File: src/hw/rtl/mgas_pkg.sv
package mgas_pkg;

  // Fixed-point formats of the ports.
  localparam int SAMPLE_W         = 16;
  localparam int DELTA_W          = 15;
  localparam int DRAW_W           = 16;
  localparam int RATIO_W          = 17;
  localparam int SAMPLE_FRAC_BITS = 12;

  // Power-of-two exponent table.
  localparam int EXP_TABLE_DEPTH = 64;
  localparam int IDX_W           = $clog2(EXP_TABLE_DEPTH);
  localparam int SERIES_TERMS    = 24;

  localparam longint unsigned LOG2E_Q30 = 64'd1549082005;
  localparam longint unsigned LN2_Q30   = 64'd744261118;
  localparam longint unsigned ONE_Q30   = 64'd1 << 30;
  localparam int              LOG2E_W   = 31;

  // Datapath widths. The action term d*(2x+d) needs 33 bits signed; its
  // positive magnitude fits in 32 bits.
  localparam int SUM_W   = SAMPLE_W + 2;
  localparam int TERM_W  = 33;
  localparam int MAG_W   = 32;
  localparam int PROD_W  = MAG_W + LOG2E_W;
  // Q2.30 exponent after scaling by 2^-(2F+1): integer part starts here.
  localparam int EXP_LSB = 2 * SAMPLE_FRAC_BITS + 1 + 30;
  localparam int K_W     = PROD_W - EXP_LSB;
  localparam int SHIFT_W = $clog2(RATIO_W);

  localparam logic [RATIO_W-1:0] RATIO_ONE = RATIO_W'(65536);

  // Controller to datapath commands.
  typedef struct packed {
    logic capture;
    logic square;
    logic scale;
    logic commit;
  } mgas_cmd_t;

  // Entry i is 2^(-i/EXP_TABLE_DEPTH) in Q0.16, from a truncated Taylor
  // series of exp(-u) in Q2.30. Evaluated at elaboration only.
  function automatic logic [RATIO_W-1:0] exp2_entry(int unsigned i);
    longint unsigned u;
    longint unsigned term;
    longint unsigned sum;
    longint unsigned rounded;
    int unsigned     n;
    u    = (64'(i) * LN2_Q30) / EXP_TABLE_DEPTH;
    term = ONE_Q30;
    sum  = ONE_Q30;
    for (n = 1; n <= SERIES_TERMS; n++) begin
      term = ((term * u) >> 30) / 64'(n);
      if (n[0]) begin
        sum = sum - term;
      end else begin
        sum = sum + term;
      end
    end
    rounded = (sum + (64'd1 << 13)) >> 14;
    return rounded[RATIO_W-1:0];
  endfunction

endpackage

File: src/hw/rtl/mgas_ctrl.sv
module mgas_ctrl
  import mgas_pkg::*;
(
  input  logic      clk,
  input  logic      rst,
  input  logic      in_valid,
  output logic      in_ready,
  output logic      out_valid,
  input  logic      out_ready,
  output mgas_cmd_t cmd
);

  typedef enum logic [1:0] {
    ST_IDLE,
    ST_SQUARE,
    ST_SCALE,
    ST_RESOLVE
  } state_t;

  state_t state;
  logic   out_free;

  assign in_ready = (state == ST_IDLE);
  assign out_free = !out_valid || out_ready;

  assign cmd.capture = in_valid && in_ready;
  assign cmd.square  = (state == ST_SQUARE);
  assign cmd.scale   = (state == ST_SCALE);
  assign cmd.commit  = (state == ST_RESOLVE) && out_free;

  always_ff @(posedge clk) begin
    if (rst) begin
      state     <= ST_IDLE;
      out_valid <= 1'b0;
    end else begin
      // A finishing step reloads the result register even when the old beat
      // leaves on the same edge.
      priority if (cmd.commit) begin
        out_valid <= 1'b1;
      end else if (out_valid && out_ready) begin
        out_valid <= 1'b0;
      end else begin
        out_valid <= out_valid;
      end
      unique case (state)
        ST_IDLE: begin
          if (in_valid) begin
            state <= ST_SQUARE;
          end
        end
        ST_SQUARE: begin
          state <= ST_SCALE;
        end
        ST_SCALE: begin
          state <= ST_RESOLVE;
        end
        ST_RESOLVE: begin
          // Hold the finished step until the result register is free.
          if (out_free) begin
            state <= ST_IDLE;
          end
        end
        default: begin
          state <= ST_IDLE;
        end
      endcase
    end
  end

endmodule

File: src/hw/rtl/mgas_datapath.sv
module mgas_datapath
  import mgas_pkg::*;
(
  input  logic                       clk,
  input  logic                       rst,
  input  mgas_cmd_t                  cmd,
  input  logic signed [DELTA_W-1:0]  delta,
  input  logic        [DRAW_W-1:0]   uniform_draw,
  output logic signed [SAMPLE_W-1:0] new_sample,
  output logic                       accepted,
  output logic        [RATIO_W-1:0]  step_ratio
);

  logic signed [SAMPLE_W-1:0] current_sample;
  logic signed [DELTA_W-1:0]  delta_q;
  logic        [DRAW_W-1:0]   draw_q;
  logic signed [TERM_W-1:0]   neg_t;
  logic        [PROD_W-1:0]   scaled;

  logic signed [SUM_W-1:0]    s_sum;
  logic signed [TERM_W-1:0]   term_next;
  logic        [MAG_W-1:0]    mag;
  logic        [PROD_W-1:0]   scaled_next;
  logic        [K_W-1:0]      k;
  logic        [IDX_W-1:0]    idx;
  logic        [RATIO_W-1:0]  ratio;
  logic                       acc;
  logic signed [SAMPLE_W:0]   prop;
  logic signed [SAMPLE_W-1:0] prop_sat;
  logic signed [SAMPLE_W-1:0] sample_next;
  logic        [RATIO_W-1:0]  exp_rom [EXP_TABLE_DEPTH];

  for (genvar g = 0; g < EXP_TABLE_DEPTH; g++) begin : g_rom
    assign exp_rom[g] = exp2_entry(g);
  end

  // x*x - p*p = -d*(2x + d); the register holds d*(2x + d), the negated action.
  assign s_sum     = (SUM_W'(current_sample) <<< 1) + SUM_W'(delta_q);
  assign term_next = TERM_W'(delta_q) * TERM_W'(s_sum);

  assign mag         = neg_t[MAG_W-1:0];
  assign scaled_next = PROD_W'(mag) * PROD_W'(LOG2E_Q30);

  assign k   = scaled[PROD_W-1 -: K_W];
  assign idx = scaled[EXP_LSB-1 -: IDX_W];

  always_comb begin
    if (neg_t <= 0) begin
      ratio = RATIO_ONE;
    end else if (k >= K_W'(RATIO_W)) begin
      ratio = '0;
    end else begin
      ratio = exp_rom[idx] >> k[SHIFT_W-1:0];
    end
  end

  assign acc  = RATIO_W'(draw_q) < ratio;
  assign prop = (SAMPLE_W+1)'(current_sample) + (SAMPLE_W+1)'(delta_q);

  always_comb begin
    if (prop > (SAMPLE_W+1)'(signed'(SAMPLE_W'({1'b0, {(SAMPLE_W-1){1'b1}}})))) begin
      prop_sat = {1'b0, {(SAMPLE_W-1){1'b1}}};
    end else if (prop < -(SAMPLE_W+1)'(signed'({2'b01, {(SAMPLE_W-1){1'b0}}}))) begin
      prop_sat = {1'b1, {(SAMPLE_W-1){1'b0}}};
    end else begin
      prop_sat = prop[SAMPLE_W-1:0];
    end
  end

  assign sample_next = acc ? prop_sat : current_sample;

  always_ff @(posedge clk) begin
    if (rst) begin
      current_sample <= '0;
    end else if (cmd.commit) begin
      current_sample <= sample_next;
    end
  end

  always_ff @(posedge clk) begin
    if (cmd.capture) begin
      delta_q <= delta;
      draw_q  <= uniform_draw;
    end
    if (cmd.square) begin
      neg_t <= term_next;
    end
    if (cmd.scale) begin
      scaled <= scaled_next;
    end
    if (cmd.commit) begin
      new_sample <= sample_next;
      accepted   <= acc;
      step_ratio <= ratio;
    end
  end

endmodule

File: src/hw/rtl/metropolis_gaussian_accept_step.sv
// One Metropolis random-walk step for a standard Gaussian target. The block
// keeps the current sample x (signed Q4.12, cleared by reset). Each input beat
// carries a proposal step delta (signed Q3.12) and a uniform draw (Q0.16); the
// block forms p = x + delta, the ratio min(1, exp(0.5*(x*x - p*p))) in Q0.16
// (65536 meaning one), and accepts p when the draw is below the ratio. An
// accepted proposal beyond the Q4.12 range saturates, while the ratio always
// uses the full proposal. Exactly one output beat follows each input beat,
// giving the new sample, the accept flag and the ratio. The beat is captured
// in the cycle it is taken; the square state then does the delta*(2x + delta)
// multiply, the scale state the scaling multiply by log2(e), and the resolve
// state the 64-entry power-of-two table lookup, the shift and the accept
// decision, and loads the result. The next beat is taken only after the
// previous step has updated the sample, which happens as its result is loaded,
// so items are processed one at a time; a finished result waits in the output
// register without blocking the next input beat, and the step stalls only if
// that register is still occupied.
module metropolis_gaussian_accept_step
  import mgas_pkg::*;
(
  input  logic                       clk,
  input  logic                       rst,
  input  logic                       in_valid,
  output logic                       in_ready,
  input  logic signed [DELTA_W-1:0]  delta,
  input  logic        [DRAW_W-1:0]   uniform_draw,
  output logic                       out_valid,
  input  logic                       out_ready,
  output logic signed [SAMPLE_W-1:0] new_sample,
  output logic                       accepted,
  output logic        [RATIO_W-1:0]  step_ratio
);

  // Commands from the sequencer to the arithmetic.
  mgas_cmd_t cmd;

  // The controller owns the handshakes and the step sequence.
  mgas_ctrl u_ctrl (
    .clk       (clk),
    .rst       (rst),
    .in_valid  (in_valid),
    .in_ready  (in_ready),
    .out_valid (out_valid),
    .out_ready (out_ready),
    .cmd       (cmd)
  );

  // The datapath holds the sample, the multipliers, the table and the results.
  mgas_datapath u_datapath (
    .clk          (clk),
    .rst          (rst),
    .cmd          (cmd),
    .delta        (delta),
    .uniform_draw (uniform_draw),
    .new_sample   (new_sample),
    .accepted     (accepted),
    .step_ratio   (step_ratio)
  );

endmodule

File: config.mk
export PLATFORM = sky130hd
export DESIGN_NAME = metropolis_gaussian_accept_step
export DESIGN_NICKNAME = d
export VERILOG_FILES = /design/src/hw/rtl/mgas_pkg.sv /design/src/hw/rtl/mgas_ctrl.sv /design/src/hw/rtl/mgas_datapath.sv /design/src/hw/rtl/metropolis_gaussian_accept_step.sv
export SDC_FILE = /design/constraint.sdc
export NUM_CORES = 2
export LEC_CHECK = 0
export BUFFER_PORTS_ARGS = -buffer_cell sky130_fd_sc_hd__buf_2
export CAP_MARGIN = 5
export CORE_MARGIN = 4
export CORE_UTILIZATION = 60
export DETAILED_ROUTE_END_ITERATION = 16
export GPL_TIMING_DRIVEN = 0
export HOLD_SLACK_MARGIN = 0.06
export PLACE_DENSITY_LB_ADDON = 0.25
export SLEW_MARGIN = 20
export SYNTH_ARGS = -nofsm -noshare
export SYNTH_HDL_FRONTEND = slang
export SYNTH_SLANG_ARGS = --single-unit
File: constraint.sdc
create_clock -name clk -period 9.3 [get_ports clk]
set_clock_uncertainty 0.15 [all_clocks]
set_input_delay 0.465 -clock clk [delete_from_list [all_inputs] [get_ports clk]]
set_output_delay 0.465 -clock clk [all_outputs]
set_load 0.01 [all_outputs]
==> qor.txt <==
Outcome: complete, no violations
Crit-path slowest cell: fa_2
FMAX: 111 MHz
Max Used Layer: met4
Commonest non-fill, non-tap cell in the layout: inv_1
Worst Tran Pin Value: 895 ps
CTS Buf Count: 17
First-pass detailed-route iteration total: 6
Post-DP HPWL: 78.8 mm
Initial core utilization: 61.1%
Most frequent cells in the layout: 938 x inv_1, 650 x fa_1, 540 x ha_1
Chip width: 248 um
Area Overhead vs Synth: 8.12%
Setup violations, final: 0
Largest net degree at the start of global routing: 35
Avg Cell Area, Syn: 9.83 um^2
Syn Nets: 4760
Via density: 5.73
Post-Syn Instances: 3529
Via count: 25500
Slew Limit Fails: 0
Clock latency on the worst-skew pair: 450 ps
Total global routing overflow: 0
Worst hold endpoint: u_ctrl.out_valid
# DRC: 0
Max clock buf depth: 2
Reg2reg end: u_datapath.neg_t[32]
Core Area: 56800 um^2
Critical Path Sink Type: register
Met1 Wirelength: 37.5 mm
CP required: 9310 ps
# IOs: 71
Antenna-violating nets left: 0
Worst rel slew slack: 38.8%
Worst EP arrival: 9050 ps
Vias in the first global route: 26800
DR WL met2: 42.3 mm
Diodes inserted: 0
Die area: 61700 um^2
Post-layout min period: 9040 ps
Async SR Flop Fraction: 0%
Number of synthesis warnings: 0
Nets: 4916
Post-synth EDFFs: 112
Netlist cell types: 82
Cell area after synthesis: 34700 um^2
Fin. Hold Viols: 0
Top cell by count, worst path: fa_1
Reg2reg setup slack: 260 ps
Hold-critical path depth: 2
R2r worst-path depth: 34
Cell Count, Final, Fillers Out: 4454
DR iter-0 viols: 2033
Max-cap violations: 0
Clk pin slew, worst setup/hold paths: 60 ps
WL/cell: 21.0 um
H-tree Lvls: 4
Ys flop type: edfxtp_1
Synthesized flop and latch total: 131
Share of layout cells above drive strength 1: 6.87%
HP Class: input port to register
CTS tree: built
Port bufs: 70
Die Ht: 248 um
Critical path type: register to register
Final GP Congestion: 1.02
Global-route usage over all layers: 30.8%
Setup crit start kind: register
Reg2reg start: u_datapath.delta_q[1]
First-pass GRT wire length: 149 mm
Seq/Total Area, Yosys: 10.8%
Final wirelength: 93.6 mm
Critical path peak fanout: 10
Hold_sp: rst
# rows: 87
Root buffer cell: clkbuf_16
Crit share post-route: 97.2%
Inst Count DP: 4357
Wire length on met3: 10.1 mm
Clk sinks: 131
CP max stage delay: 650 ps
Initial antenna violation count: 0
## worst max-delay path, delay by kind of cell (launching register included)
family	cells	cell delay (ps)
AO/OA/AOI/OAI	11	2510
buffers and inverters	5	480
flip-flops	1	420
adder cells (fa/ha/maj)	9	3850
XOR/XNOR	1	140
AND/OR/NAND/NOR	8	1190
## logic make-up (layout without fill, tap and decap cells)
group / after synthesis / count (layout) / share of synthesized area (%)
buf+inv: 1030 / 1199 / 11.3
xor+xnor: 75 / 75 / 1.89
mux: 38 / 38 / 1.38
flops: 131 / 131 / 10.8
compound gates: 425 / 425 / 8.32
fa+ha+maj: 1196 / 1196 / 57.2
simple gates: 634 / 634 / 9.07
## per-stage QoR
stage | setup WS [ps] | utilization (%) | area, um^2 | hold slack, ps | setup TNS (ps)
after floorplan | 769 | - | 34700 | 343 | 0
after global placement | -959 | 63.3 | 36000 | 373 | -1880
after detailed placement | -1020 | 63.4 | 36000 | 383 | -2190
after CTS | 24.0 | 65.2 | 37100 | 74.8 | 0
after global routing | -109 | 66.0 | 37500 | 72.7 | -109
final | 257 | 66.0 | 37500 | 88.7 | 0
## what timing repair did
action	4_1_cts	5_1_grt
resized for setup	25	64
cloned	0	1
hold buffers	31	0
setup buffers	5	28
hold endpoints to repair	31	0
endpoints found under the setup margin	6	8
pin swaps	0	11
## flip-flops by register name (all words and copies together) (netlist names)
register,cells
u_datapath.neg_t,33
u_datapath.step_ratio,17
u_datapath.current_sample,16
u_datapath.draw_q,16
u_datapath.new_sample,16
u_datapath.delta_q,15
u_datapath.scaled,14
u_ctrl.state,2
u_ctrl.out_valid,1
u_datapath.accepted,1
## per-layer routing
metal / track usage (%) / vias up
met1: 41.7 / 12700
met5: 0 / -
met2: 47.8 / 1168
li1: - / 11500
met4: 10.4 / 0
met3: 9.37 / 202
## cell type report
cell class	instances	area, um^2
Multi-Input combinational cell	2368	27300
Fill cell	4562	19300
Sequential cell	131	3740
Inverter	947	3560
Timing Repair Buffer	137	992
Tap cell	756	946
Clock buffer	18	429
Buffer	83	420
Clock inverter	14	143
## worst max-delay path by stage
stage                          startpoint                    to  cells after the start
floorplan           u_datapath.delta_q[1]  u_datapath.neg_t[32]                     34
global placement    u_datapath.delta_q[2]  u_datapath.neg_t[32]                     31
detailed placement  u_datapath.delta_q[1]  u_datapath.neg_t[32]                     32
CTS                 u_datapath.delta_q[2]  u_datapath.neg_t[32]                     29
global route        u_datapath.delta_q[1]  u_datapath.neg_t[32]                     34
finish              u_datapath.delta_q[1]  u_datapath.neg_t[32]                     34
## cells in the mapped netlist, types with 9 or more instances
| cell | n | area, um^2 |
|---|---|---|
| dfxtp_1 | 19 | 380 |
| nor2_1 | 112 | 420 |
| o211ai_1 | 14 | 105 |
| nand2b_1 | 36 | 225 |
| nor3b_1 | 9 | 67.6 |
| nor3_1 | 37 | 185 |
| a211o_1 | 9 | 78.8 |
| xnor2_1 | 54 | 473 |
| nand4_1 | 17 | 106 |
| nand3_1 | 30 | 150 |
| a21o_1 | 45 | 338 |
| a31oi_1 | 17 | 106 |
| mux2i_1 | 14 | 140 |
| o21ai_0 | 78 | 390 |
| clkbuf_1 | 57 | 214 |
| or3_1 | 36 | 225 |
| edfxtp_1 | 112 | 3360 |
| o211a_1 | 20 | 200 |
| nand2_1 | 195 | 732 |
| ha_1 | 545 | 6820 |
| a211oi_1 | 28 | 210 |
| fa_1 | 651 | 13000 |
| xor2_1 | 21 | 184 |
| and3_1 | 15 | 93.8 |
| and2_1 | 84 | 526 |
| mux2_4 | 9 | 135 |
| mux2_2 | 11 | 124 |
| o21a_1 | 16 | 120 |
| buf_2 | 17 | 85.1 |
| a21oi_1 | 106 | 531 |
| nor2b_1 | 38 | 238 |
| inv_1 | 940 | 3530 |
Power is not shown: default switching activity piles up to over one toggle a cycle in this logic, so the estimate is an artifact.
